File: src/sv/pqrs_pkg.sv
// ----------------------------------------------------------------------------
// pqrs_pkg
// Shared types and constants for the piece queue with reserve stack.
// ----------------------------------------------------------------------------
package pqrs_pkg;

   localparam int QUEUE_DEPTH_DEF = 5;
   localparam int STACK_DEPTH_DEF = 3;
   localparam int ID_WIDTH_DEF    = 16;

   localparam int CMD_W    = 3;
   localparam int KIND_W   = 3;
   localparam int STATUS_W = 3;

   // highest legal piece kind, larger codes are clamped to it
   localparam logic [KIND_W-1:0] KIND_MAX = 3'd4;

   // number of entries exchanged by the swap-three command
   localparam int SWAP_SPAN = 3;

   typedef enum logic [CMD_W-1:0] {
      CMD_LOAD       = 3'd0,
      CMD_PLAY       = 3'd1,
      CMD_RESERVE    = 3'd2,
      CMD_USE        = 3'd3,
      CMD_SWAP_ONE   = 3'd4,
      CMD_SWAP_THREE = 3'd5
   } cmd_type;

   typedef enum logic [STATUS_W-1:0] {
      ST_OK           = 3'd0,
      ST_QUEUE_EMPTY  = 3'd1,
      ST_STACK_FULL   = 3'd2,
      ST_STACK_EMPTY  = 3'd3,
      ST_SWAP_REFUSED = 3'd4,
      ST_QUEUE_FULL   = 3'd5
   } status_type;

endpackage

File: src/sv/pqrs_req_if.sv
// ----------------------------------------------------------------------------
// pqrs_req_if
// Command channel: valid/ready handshake with command and new piece kind.
// ----------------------------------------------------------------------------
interface pqrs_req_if;

   logic                        valid;
   logic                        ready;
   logic [pqrs_pkg::CMD_W-1:0]  cmd;
   logic [pqrs_pkg::KIND_W-1:0] new_kind;

   modport source (output valid, output cmd, output new_kind, input ready);
   modport sink   (input valid, input cmd, input new_kind, output ready);

endinterface

File: src/sv/pqrs_rsp_if.sv
// ----------------------------------------------------------------------------
// pqrs_rsp_if
// Result channel: valid/ready handshake with status, removed piece and counts.
// ----------------------------------------------------------------------------
interface pqrs_rsp_if #(
   parameter int ID_WIDTH = pqrs_pkg::ID_WIDTH_DEF,
   parameter int QCNT_W   = $clog2(pqrs_pkg::QUEUE_DEPTH_DEF + 1),
   parameter int SCNT_W   = $clog2(pqrs_pkg::STACK_DEPTH_DEF + 1)
);

   logic                          valid;
   logic                          ready;
   logic [pqrs_pkg::STATUS_W-1:0] status;
   logic [pqrs_pkg::KIND_W-1:0]   piece_kind;
   logic [ID_WIDTH-1:0]           piece_id;
   logic [QCNT_W-1:0]             queue_count;
   logic [SCNT_W-1:0]             stack_count;

   modport source (output valid, output status, output piece_kind, output piece_id,
                   output queue_count, output stack_count, input ready);
   modport sink   (input valid, input status, input piece_kind, input piece_id,
                   input queue_count, input stack_count, output ready);

endinterface

File: src/sv/pqrs_engine.sv
// ----------------------------------------------------------------------------
// pqrs_engine
// Queue and stack state with the combinational command execution logic.
// ----------------------------------------------------------------------------
module pqrs_engine #(
   parameter  int QUEUE_DEPTH = pqrs_pkg::QUEUE_DEPTH_DEF,
   parameter  int STACK_DEPTH = pqrs_pkg::STACK_DEPTH_DEF,
   parameter  int ID_WIDTH    = pqrs_pkg::ID_WIDTH_DEF,
   localparam int QCNT_W      = $clog2(QUEUE_DEPTH + 1),
   localparam int SCNT_W      = $clog2(STACK_DEPTH + 1)
) (
   input  logic                        clock,
   input  logic                        reset,
   input  logic                        exec_en,
   input  pqrs_pkg::cmd_type           cmd,
   input  logic [pqrs_pkg::KIND_W-1:0] new_kind,
   output pqrs_pkg::status_type        status,
   output logic [pqrs_pkg::KIND_W-1:0] piece_kind,
   output logic [ID_WIDTH-1:0]         piece_id,
   output logic [QCNT_W-1:0]           queue_count,
   output logic [SCNT_W-1:0]           stack_count
);

   localparam int QIDX_W = $clog2(QUEUE_DEPTH);
   localparam int SIDX_W = $clog2(STACK_DEPTH);

   // queue kept front-aligned: entry 0 is always the head
   logic [pqrs_pkg::KIND_W-1:0] q_kind_ff [QUEUE_DEPTH];
   logic [pqrs_pkg::KIND_W-1:0] q_kind_in [QUEUE_DEPTH];
   logic [ID_WIDTH-1:0]         q_id_ff   [QUEUE_DEPTH];
   logic [ID_WIDTH-1:0]         q_id_in   [QUEUE_DEPTH];
   logic [pqrs_pkg::KIND_W-1:0] s_kind_ff [STACK_DEPTH];
   logic [pqrs_pkg::KIND_W-1:0] s_kind_in [STACK_DEPTH];
   logic [ID_WIDTH-1:0]         s_id_ff   [STACK_DEPTH];
   logic [ID_WIDTH-1:0]         s_id_in   [STACK_DEPTH];

   logic [QCNT_W-1:0]   q_fill_ff, q_fill_in;
   logic [SCNT_W-1:0]   s_fill_ff, s_fill_in;
   logic [ID_WIDTH-1:0] next_id_ff, next_id_in;

   logic [pqrs_pkg::KIND_W-1:0] kind_clamp;
   logic                        q_full, q_empty, s_full, s_empty;
   logic [QCNT_W-1:0]           q_last;
   logic [SCNT_W-1:0]           s_top;
   logic [QIDX_W-1:0]           q_tail_idx, q_last_idx;
   logic [SIDX_W-1:0]           s_push_idx, s_top_idx;

   assign kind_clamp = (new_kind > pqrs_pkg::KIND_MAX) ? pqrs_pkg::KIND_MAX : new_kind;
   assign q_full     = (q_fill_ff == QCNT_W'(QUEUE_DEPTH));
   assign q_empty    = (q_fill_ff == '0);
   assign s_full     = (s_fill_ff == SCNT_W'(STACK_DEPTH));
   assign s_empty    = (s_fill_ff == '0);
   assign q_last     = q_fill_ff - 1'b1;
   assign s_top      = s_fill_ff - 1'b1;
   assign q_tail_idx = q_fill_ff[QIDX_W-1:0];
   assign q_last_idx = q_last[QIDX_W-1:0];
   assign s_push_idx = s_fill_ff[SIDX_W-1:0];
   assign s_top_idx  = s_top[SIDX_W-1:0];

   always_comb begin
      q_kind_in  = q_kind_ff;
      q_id_in    = q_id_ff;
      s_kind_in  = s_kind_ff;
      s_id_in    = s_id_ff;
      q_fill_in  = q_fill_ff;
      s_fill_in  = s_fill_ff;
      next_id_in = next_id_ff;
      status     = pqrs_pkg::ST_OK;
      piece_kind = '0;
      piece_id   = '0;
      unique case (cmd)
         pqrs_pkg::CMD_LOAD: begin
            if (q_full) begin
               status = pqrs_pkg::ST_QUEUE_FULL;
            end else begin
               q_kind_in[q_tail_idx] = kind_clamp;
               q_id_in[q_tail_idx]   = next_id_ff;
               q_fill_in             = q_fill_ff + 1'b1;
               next_id_in            = next_id_ff + 1'b1;
            end
         end
         pqrs_pkg::CMD_PLAY: begin
            if (q_empty) begin
               status = pqrs_pkg::ST_QUEUE_EMPTY;
            end else begin
               piece_kind = q_kind_ff[0];
               piece_id   = q_id_ff[0];
               for (int i = 0; i < QUEUE_DEPTH - 1; i++) begin
                  q_kind_in[i] = q_kind_ff[i+1];
                  q_id_in[i]   = q_id_ff[i+1];
               end
               q_kind_in[q_last_idx] = kind_clamp;
               q_id_in[q_last_idx]   = next_id_ff;
               next_id_in            = next_id_ff + 1'b1;
            end
         end
         pqrs_pkg::CMD_RESERVE: begin
            if (q_empty) begin
               status = pqrs_pkg::ST_QUEUE_EMPTY;
            end else if (s_full) begin
               status = pqrs_pkg::ST_STACK_FULL;
            end else begin
               s_kind_in[s_push_idx] = q_kind_ff[0];
               s_id_in[s_push_idx]   = q_id_ff[0];
               s_fill_in             = s_fill_ff + 1'b1;
               for (int i = 0; i < QUEUE_DEPTH - 1; i++) begin
                  q_kind_in[i] = q_kind_ff[i+1];
                  q_id_in[i]   = q_id_ff[i+1];
               end
               q_kind_in[q_last_idx] = kind_clamp;
               q_id_in[q_last_idx]   = next_id_ff;
               next_id_in            = next_id_ff + 1'b1;
            end
         end
         pqrs_pkg::CMD_USE: begin
            if (s_empty) begin
               status = pqrs_pkg::ST_STACK_EMPTY;
            end else begin
               piece_kind = s_kind_ff[s_top_idx];
               piece_id   = s_id_ff[s_top_idx];
               s_fill_in  = s_top;
            end
         end
         pqrs_pkg::CMD_SWAP_ONE: begin
            if (q_empty || s_empty) begin
               status = pqrs_pkg::ST_SWAP_REFUSED;
            end else begin
               q_kind_in[0]         = s_kind_ff[s_top_idx];
               q_id_in[0]           = s_id_ff[s_top_idx];
               s_kind_in[s_top_idx] = q_kind_ff[0];
               s_id_in[s_top_idx]   = q_id_ff[0];
            end
         end
         pqrs_pkg::CMD_SWAP_THREE: begin
            if ((q_fill_ff < QCNT_W'(pqrs_pkg::SWAP_SPAN)) || !s_full) begin
               status = pqrs_pkg::ST_SWAP_REFUSED;
            end else begin
               for (int k = 0; k < pqrs_pkg::SWAP_SPAN; k++) begin
                  q_kind_in[k] = s_kind_ff[k];
                  q_id_in[k]   = s_id_ff[k];
                  s_kind_in[k] = q_kind_ff[k];
                  s_id_in[k]   = q_id_ff[k];
               end
            end
         end
         default: begin
         end
      endcase
   end

   assign queue_count = q_fill_in;
   assign stack_count = s_fill_in;

   always_ff @(posedge clock) begin
      if (reset) begin
         q_fill_ff  <= '0;
         s_fill_ff  <= '0;
         next_id_ff <= ID_WIDTH'(1);
      end else if (exec_en) begin
         q_fill_ff  <= q_fill_in;
         s_fill_ff  <= s_fill_in;
         next_id_ff <= next_id_in;
      end
   end

   always_ff @(posedge clock) begin
      if (exec_en) begin
         q_kind_ff <= q_kind_in;
         q_id_ff   <= q_id_in;
         s_kind_ff <= s_kind_in;
         s_id_ff   <= s_id_in;
      end
   end

endmodule

File: src/sv/piece_queue_reserve_stack.sv
// ----------------------------------------------------------------------------
// piece_queue_reserve_stack
// Piece queue with reserve stack: command register, execution, result register.
// ----------------------------------------------------------------------------
//   channel   direction  handshake      payload
//   req_bus   in         valid / ready  cmd, new_kind
//   rsp_bus   out        valid / ready  status, piece_kind, piece_id,
//                                       queue_count, stack_count
//
// One command per cycle sustained while rsp_bus.ready is high; commands wait
// in the command register, results are presented from the result register.
// All queue and stack updates happen in the cycle the command moves into the
// result register, so the next command sees them directly.
// Synchronous reset empties queue and stack and sets the id counter to 1.
// A stalled result holds the command register; req_bus.ready drops only when
// both registers are full and rsp_bus.ready is low.
// ----------------------------------------------------------------------------
module piece_queue_reserve_stack #(
   parameter int QUEUE_DEPTH = pqrs_pkg::QUEUE_DEPTH_DEF,
   parameter int STACK_DEPTH = pqrs_pkg::STACK_DEPTH_DEF,
   parameter int ID_WIDTH    = pqrs_pkg::ID_WIDTH_DEF
) (
   input  logic          clock,
   input  logic          reset,
   pqrs_req_if.sink      req_bus,
   pqrs_rsp_if.source    rsp_bus
);

   localparam int QCNT_W = $clog2(QUEUE_DEPTH + 1);
   localparam int SCNT_W = $clog2(STACK_DEPTH + 1);

   logic                        in_valid_ff, in_valid_in;
   logic [pqrs_pkg::CMD_W-1:0]  in_cmd_ff;
   logic [pqrs_pkg::KIND_W-1:0] in_kind_ff;

   logic                        out_valid_ff, out_valid_in;
   pqrs_pkg::status_type        out_status_ff;
   logic [pqrs_pkg::KIND_W-1:0] out_kind_ff;
   logic [ID_WIDTH-1:0]         out_id_ff;
   logic [QCNT_W-1:0]           out_qcnt_ff;
   logic [SCNT_W-1:0]           out_scnt_ff;

   logic                        out_free, exec_en, req_xfer;
   pqrs_pkg::status_type        ex_status;
   logic [pqrs_pkg::KIND_W-1:0] ex_kind;
   logic [ID_WIDTH-1:0]         ex_id;
   logic [QCNT_W-1:0]           ex_qcnt;
   logic [SCNT_W-1:0]           ex_scnt;

   assign out_free       = !out_valid_ff || rsp_bus.ready;
   assign exec_en        = in_valid_ff && out_free;
   assign req_bus.ready  = !in_valid_ff || out_free;
   assign req_xfer       = req_bus.valid && req_bus.ready;

   assign in_valid_in  = req_xfer ? 1'b1 : (exec_en ? 1'b0 : in_valid_ff);
   assign out_valid_in = exec_en ? 1'b1 : (rsp_bus.ready ? 1'b0 : out_valid_ff);

   pqrs_engine #(
      .QUEUE_DEPTH (QUEUE_DEPTH),
      .STACK_DEPTH (STACK_DEPTH),
      .ID_WIDTH    (ID_WIDTH)
   ) u_engine (
      .clock       (clock),
      .reset       (reset),
      .exec_en     (exec_en),
      .cmd         (pqrs_pkg::cmd_type'(in_cmd_ff)),
      .new_kind    (in_kind_ff),
      .status      (ex_status),
      .piece_kind  (ex_kind),
      .piece_id    (ex_id),
      .queue_count (ex_qcnt),
      .stack_count (ex_scnt)
   );

   always_ff @(posedge clock) begin
      if (reset) begin
         in_valid_ff  <= 1'b0;
         out_valid_ff <= 1'b0;
      end else begin
         in_valid_ff  <= in_valid_in;
         out_valid_ff <= out_valid_in;
      end
   end

   always_ff @(posedge clock) begin
      if (req_xfer) begin
         in_cmd_ff  <= req_bus.cmd;
         in_kind_ff <= req_bus.new_kind;
      end
      if (exec_en) begin
         out_status_ff <= ex_status;
         out_kind_ff   <= ex_kind;
         out_id_ff     <= ex_id;
         out_qcnt_ff   <= ex_qcnt;
         out_scnt_ff   <= ex_scnt;
      end
   end

   assign rsp_bus.valid       = out_valid_ff;
   assign rsp_bus.status      = out_status_ff;
   assign rsp_bus.piece_kind  = out_kind_ff;
   assign rsp_bus.piece_id    = out_id_ff;
   assign rsp_bus.queue_count = out_qcnt_ff;
   assign rsp_bus.stack_count = out_scnt_ff;

endmodule

File: src/flat_wrapper.sv
// flat-port wrapper written by rule: the top's interface ports become plain ports
module piece_queue_reserve_stack_flat 
#(
   parameter int QUEUE_DEPTH = pqrs_pkg::QUEUE_DEPTH_DEF,
   parameter int STACK_DEPTH = pqrs_pkg::STACK_DEPTH_DEF,
   parameter int ID_WIDTH    = pqrs_pkg::ID_WIDTH_DEF
)
  (clock, reset, req_bus_valid, req_bus_cmd, req_bus_new_kind, req_bus_ready, rsp_bus_valid, rsp_bus_status, rsp_bus_piece_kind, rsp_bus_piece_id, rsp_bus_queue_count, rsp_bus_stack_count, rsp_bus_ready);
  pqrs_req_if req_bus_i ();
  pqrs_rsp_if #(.ID_WIDTH(ID_WIDTH)) rsp_bus_i ();
  input  logic clock;
  input  logic reset;
  input wire logic [$bits(req_bus_i.valid)-1:0] req_bus_valid;
  input wire logic [$bits(req_bus_i.cmd)-1:0] req_bus_cmd;
  input wire logic [$bits(req_bus_i.new_kind)-1:0] req_bus_new_kind;
  output wire logic [$bits(req_bus_i.ready)-1:0] req_bus_ready;
  output wire logic [$bits(rsp_bus_i.valid)-1:0] rsp_bus_valid;
  output wire logic [$bits(rsp_bus_i.status)-1:0] rsp_bus_status;
  output wire logic [$bits(rsp_bus_i.piece_kind)-1:0] rsp_bus_piece_kind;
  output wire logic [$bits(rsp_bus_i.piece_id)-1:0] rsp_bus_piece_id;
  output wire logic [$bits(rsp_bus_i.queue_count)-1:0] rsp_bus_queue_count;
  output wire logic [$bits(rsp_bus_i.stack_count)-1:0] rsp_bus_stack_count;
  input wire logic [$bits(rsp_bus_i.ready)-1:0] rsp_bus_ready;
  assign req_bus_i.valid = req_bus_valid;
  assign req_bus_i.cmd = req_bus_cmd;
  assign req_bus_i.new_kind = req_bus_new_kind;
  assign req_bus_ready = req_bus_i.ready;
  assign rsp_bus_valid = rsp_bus_i.valid;
  assign rsp_bus_status = rsp_bus_i.status;
  assign rsp_bus_piece_kind = rsp_bus_i.piece_kind;
  assign rsp_bus_piece_id = rsp_bus_i.piece_id;
  assign rsp_bus_queue_count = rsp_bus_i.queue_count;
  assign rsp_bus_stack_count = rsp_bus_i.stack_count;
  assign rsp_bus_i.ready = rsp_bus_ready;
  piece_queue_reserve_stack #(.QUEUE_DEPTH(QUEUE_DEPTH), .STACK_DEPTH(STACK_DEPTH), .ID_WIDTH(ID_WIDTH)) u_core (.clock(clock), .reset(reset), .req_bus(req_bus_i), .rsp_bus(rsp_bus_i));
endmodule
File: config.mk
export PLATFORM = sky130hd
export DESIGN_NAME = piece_queue_reserve_stack_flat
export DESIGN_NICKNAME = d
export VERILOG_FILES = /design/src/sv/pqrs_pkg.sv /design/src/sv/pqrs_req_if.sv /design/src/sv/pqrs_rsp_if.sv /design/src/sv/pqrs_engine.sv /design/src/sv/piece_queue_reserve_stack.sv /design/src/flat_wrapper.sv
export SDC_FILE = /design/constraint.sdc
export NUM_CORES = 1
export LEC_CHECK = 0
export ABC_AREA = 1
export BUFFER_PORTS_ARGS = -buffer_cell sky130_fd_sc_hd__buf_2
export CORE_ASPECT_RATIO = 0.9
export CORE_MARGIN = 1
export CORE_UTILIZATION = 32
export CTS_BUF_LIST = sky130_fd_sc_hd__clkbuf_8
export CTS_CLUSTER_DIAMETER = 120
export DETAILED_ROUTE_END_ITERATION = 6
export GPL_TIMING_DRIVEN = 0
export PLACE_DENSITY = 0.48
export SETUP_SLACK_MARGIN = 0.5
export SYNTH_ARGS = -nofsm -noshare
export SYNTH_HDL_FRONTEND = slang
export SYNTH_SLANG_ARGS = --single-unit
File: constraint.sdc
create_clock -name clock -period 6.4 [get_ports clock]
set_clock_uncertainty 0.15 [all_clocks]
set_input_delay 1.28 -clock clock [delete_from_list [all_inputs] [get_ports clock]]
set_output_delay 1.28 -clock clock [all_outputs]
set_load 0.02 [all_outputs]
# == Word level (Yosys, flattened, before mapping) ==
# Cells that the tools add are included.
# classes
bitwise_logic,4
order_cmp,10
addsub,5
n_eq_ne,13
n_mux,88
reduce_logical,26
# ops
op,count
$mux W80,4
$mux W48,5
$mux W16,13
$bwmux W80,2
$pmux W48 S3,1
$pmux W32 S4,1
$bwmux W48,2
$demux W16 S3,2
$pmux W32 S3,1
$pmux W16 S5,1
$demux W16 S2,2
$mux W15,4
$pmux W16 S3,1
$mux W3,15
$mux W9,5
$bmux W16 S2,1
$pmux W16 S2,1
$bwmux W15,2
$pmux W9 S3,1
$pmux W6 S4,1
$bwmux W9,2
$demux W3 S3,2
$pmux W3 S6,1
$pmux W6 S3,1
37 further kinds,75
# totals
out_inout_bits,29
input_bits,10
ff_bits,208

# == Depth between registers and ports, before layout ==
# depth
ltp_word,10
mapped_depth,11
ltp_nobuf,10

# == Cells and area by module ==
# Synthesis repeated with hierarchy kept, for this count alone.
# unflattened
cells_unflattened,1387
hier_area_um2,11776.3
# by_module_without_submodules
module,instances,cells_each,area_each_um2
pqrs_engine,1,1342,10694.0
piece_queue_reserve_stack,1,45,1082.3

# == Worst setup path before layout ==
# No wires, ideal clock.
# synth_path
kind,input to register
startpoint,in rsp_bus_ready
endpoint,reg u_core.u_engine.q_id_ff[48] in the netlist's numbering (enable)
path_buffers,0
required_time_ps,5849
cell_stages,8
setup_slack_ps,2206
arrival_ps,3643
path_cell_list,inv_1 > nand2_1 > nand2_1 > inv_1 > nand2_1 > nor2_4 > nand4_1 > a21oi_1
# synth_via
elab_chain_cells,3
# synth_rtl
element,line,rtl
start: declaration,flat_wrapper.sv:23,input wire logic [$bits(rsp_bus_i.ready)-1:0] rsp_bus_ready;
$logic_or A1 B1 Y1,piece_queue_reserve_stack.sv:50,assign out_free = !out_valid_ff || rsp_bus.ready;
$logic_and A1 B1 Y1,piece_queue_reserve_stack.sv:51,assign exec_en = in_valid_ff && out_free;
via u_core.exec_en,piece_queue_reserve_stack.sv:43,"logic out_free, exec_en, req_xfer;"
$reduce_and A7 Y1 (no line),-,
end signal: assignment,pqrs_engine.sv:169,q_id_ff <= q_id_in;
end: declaration,pqrs_engine.sv:30,logic [ID_WIDTH-1:0] q_id_ff [QUEUE_DEPTH];
# The timed path passes the listed nets, and every way through them passes these cells.
# A chain may end at the register's enable or synchronous reset.

# == Worst setup path after layout ==
# layout_path
startpoint,in rsp_bus_ready
endpoint,reg u_core.u_engine.q_id_ff[66] in the netlist's numbering (enable)
# layout_via
elab_chain_cells,3
# layout_rtl
element,line
$logic_or A1 B1 Y1,piece_queue_reserve_stack.sv:50
$logic_and A1 B1 Y1,piece_queue_reserve_stack.sv:51
via u_core.exec_en,piece_queue_reserve_stack.sv:43
$reduce_and A8 Y1 (no line),-
# The timed path passes the listed nets, and every way through them passes these cells.

==> impl_metrics.toml <==
[die]
die_area_sq_um = 37400
start_util_pct = 32.5
num_rows = 66
ios = 39
die_width_um = 204
die_h_um = 184
coreArea_sq_um = 36100

[sta]
max_freq_mhz = 239
finalCritPeriodShare_pct = 65.4
fin_tns_setup_ns = 0
slew_viol_final = 0
maxSlewHeadroom_pct = 18.9
hold_violations = 0
hold_slack_ns = 0.357
rsz0062_at_grt = "no"
worst_slew_pin_slew_ns = 1.22
period_minus_slack_ns = 4.19
setup_viol = 0

[finish]
nets = 1522
nFillCells = 3730
ff_latch_area_sq_um = 6020
layout_common_cells = "nand2_1, inv_1, edfxtp_1, nand3_1, o21ai_0"
multi_input_area_sq_um = 4560
area_delta_synth_final_pct = 14.0
drive_above_1_share_pct = 11.2
antenna_cells = 0
final_common_cell = "nand2_1"

[min_path]
hold_depth = 2
min_from = "u_core.rsp_bus.valid"
min_to = "u_core.rsp_bus.valid"
hold_class = "reg2reg"

[detailed_routing]
via_per_inst = 5.08
postRouteAntennaNets = 0
first_pass_iters = 6
drc = 0
wirelength_um = 39000
drt-initial-drc-count = 836
num_vias = 10200
wl_per_cell_um = 19.5

[synthesis]
synth_area_per_cell_sq_um = 8.31
synthFlopType = "edfxtp_1"
synth_edf_count = 185
ys_warn_count = 0
synthArstFlopShare_pct = 0
ys_seq_area_share_pct = 51.3
syn-cell-area_sq_um = 11700
syn_inst = 1412
synth.ff_latch_count = 208
synth.net_count = 1434
synth_cell_types = 34

[cts]
root_buffer = "clkbuf_8"
post-cts-setup-buffers = 0
cts_made_buffers = 40
h-tree-depth = 2
postCtsResizedCells = 0
ctsHoldBuffers = 0
cts_buffer_depth = 3
clock_sinks = 208
cts.clk_slew.worst_paths_ns = 0.05
tritoncts = "yes"
clock_latency_ns = 0.59

[setup_path]
crit_type = "in2reg"
slowest_delay_ns = 0.90
critPathLaunchType = "input pin"
cp.required_ns = 6.52
end_kind = "flip-flop"
critical_path.reg2reg.endpoint = "u_core.u_engine.q_id_ff[66]"
crit_chain = "buf_2 > inv_1 > nand2_1 > nand2_1 > inv_1 > nand2_1 > nor2_4 > o31ai_1 > nor2_2 > buf_8"
slowest_stage = "inv_1"
reg2reg_from = "u_core.rsp_bus.valid"
r2r_setup_slack_ns = 2.72
worst-path-max-fanout = 28
critPathArrivalTime_ns = 4.31
crit_path_frequent_cell = "nand2_1"
reg2reg_depth = 8

[power_and_ir_drop]
power_frac_seq_pct = 48.8
comb_power_share_pct = 12.4
p_sw_share_pct = 28.7
intPower_uw = 2250
finalPower_uw = 3160
p_sw_uw = 907
leakage_uw = 0.00522
clkPwrFrac_pct = 38.7
peakVddDrop_uv = 101
power.density_nw_per_um2 = 236

[global_routing]
first_global_vias = 9733
grt_start_max_net_pins = 29
track_usage_pct = 21.2
grt_overflow_total = 0
grt_pass1_wl_um = 59900
antenna_found_initial = 0

[place]
numPortBuffers = 38
hpwl_um = 30700
gp_congestion = 0.942

[status]
status = "completed"

[flow_run]
maxCapViolCount = 0
-- cell families after synthesis --
| family | share of synthesized area [%] |
|---|---|
| AOI/OAI and AO/OA | 15.1 |
| DFF | 51.3 |
| xor gates and xnor gates | 0.523 |
| and+or+nand+nor | 21.8 |
| adders and majority gates | 1.28 |
| buffers and inverters | 10.0 |
-- cells in the mapped netlist (all sizes together) (3+ instances only) --
| cell type | number | share of area [%] |
|---|---|---|
| o22ai | 20 | 1.1 |
| nand2 | 411 | 13 |
| a21oi | 27 | 1.2 |
| dfxtp | 23 | 3.9 |
| o221ai | 38 | 2.8 |
| nor2 | 65 | 2.3 |
| inv | 199 | 6.4 |
| clkbuf | 39 | 1.2 |
| nand3 | 113 | 4.9 |
| nand4 | 17 | 0.91 |
| nor3 | 3 | 0.22 |
| edfxtp | 185 | 47 |
| xor2 | 6 | 0.45 |
| buf | 55 | 2.4 |
| o211ai | 75 | 4.8 |
| nand3b | 3 | 0.22 |
| o21ai | 111 | 4.7 |
| a22oi | 7 | 0.45 |
| ha | 12 | 1.3 |
-- how the worst max path moves through the flow --
stage,start,slack (ns),depth (start not counted),endpoint
2_1_floorplan,rsp_bus_ready,2.21,8,u_core.u_engine.q_id_ff[48]
3_5_place_dp,rsp_bus_ready,1.51,10,u_core.u_engine.q_id_ff[73]
3_3_place_gp,rsp_bus_ready,0.69,9,u_core.u_engine.q_id_ff[73]
5_1_grt,rsp_bus_ready,1.93,10,u_core.u_engine.q_id_ff[66]
6_report,rsp_bus_ready,2.21,10,u_core.u_engine.q_id_ff[66]
4_1_cts,rsp_bus_ready,2.11,10,u_core.u_engine.q_id_ff[66]
-- through the flow --
step / worst slack (ns) / instance area, sq um / std cells / util (%)
after floorplan: 2.21 / 11700 / 1412 / -
after global placement: 0.690 / 12500 / 1926 / 34.7
after detailed placement: 1.51 / 12700 / 1934 / 35.1
after CTS: 2.11 / 13400 / 2004 / 37.1
after global routing: 1.93 / 13400 / 2004 / 37.1
final: 2.21 / 13400 / 2004 / 37.1
-- state kept, by name, summed over array words and instances (netlist names) --
register	cells
u_core.u_engine.q_id_ff	80
u_core.u_engine.next_id_ff	16
u_core.u_engine.s_id_ff	48
u_core.u_engine.q_fill_ff	3
u_core.u_engine.s_kind_ff	9
u_core.rsp_bus.valid	1
u_core.rsp_bus.status	3
u_core.u_engine.q_kind_ff	15
u_core.in_valid_ff	1
u_core.in_cmd_ff	3
u_core.rsp_bus.queue_count	3
u_core.rsp_bus.piece_kind	3
u_core.rsp_bus.stack_count	2
u_core.rsp_bus.piece_id	16
u_core.in_kind_ff	3
u_core.u_engine.s_fill_ff	2
-- layout make-up --
class	count	area share, %
buffer	94	3.16
clock buffer	43	4.43
clock inverter	27	0.898
inverter	200	5.61
multi-input combinational	910	34.1
sequential	208	45.0
tap	476	4.45
timing repair buffer	46	2.36
-- routing by layer --
metal	vias to the layer above	wire length, um	track usage [%]	part of all wire, %
met1	4769	18600	30.9	48
met4	0	714	5.44	1.8
li1	4981	-	-	-
met2	362	17100	32.6	44
met5	-	0	0	0
met3	59	2610	3.42	6.7
-- worst max-delay path: cells and delay by family --
family / cells / cell delay (ns)
buf+inv: 4 / 1.24
compound gates: 1 / 0.14
simple gates: 5 / 1.62
-- power by group through the flow --
stage	registers (uW)	logic [uW]	clock network, uW
final	1540	392	1220
after global placement	1570	380	0
after detailed placement	1570	389	0
after CTS	1540	390	1260
after floorplan	1570	248	0
after global routing	1550	433	1320
Note: power is estimated with default switching activity, not from simulation.
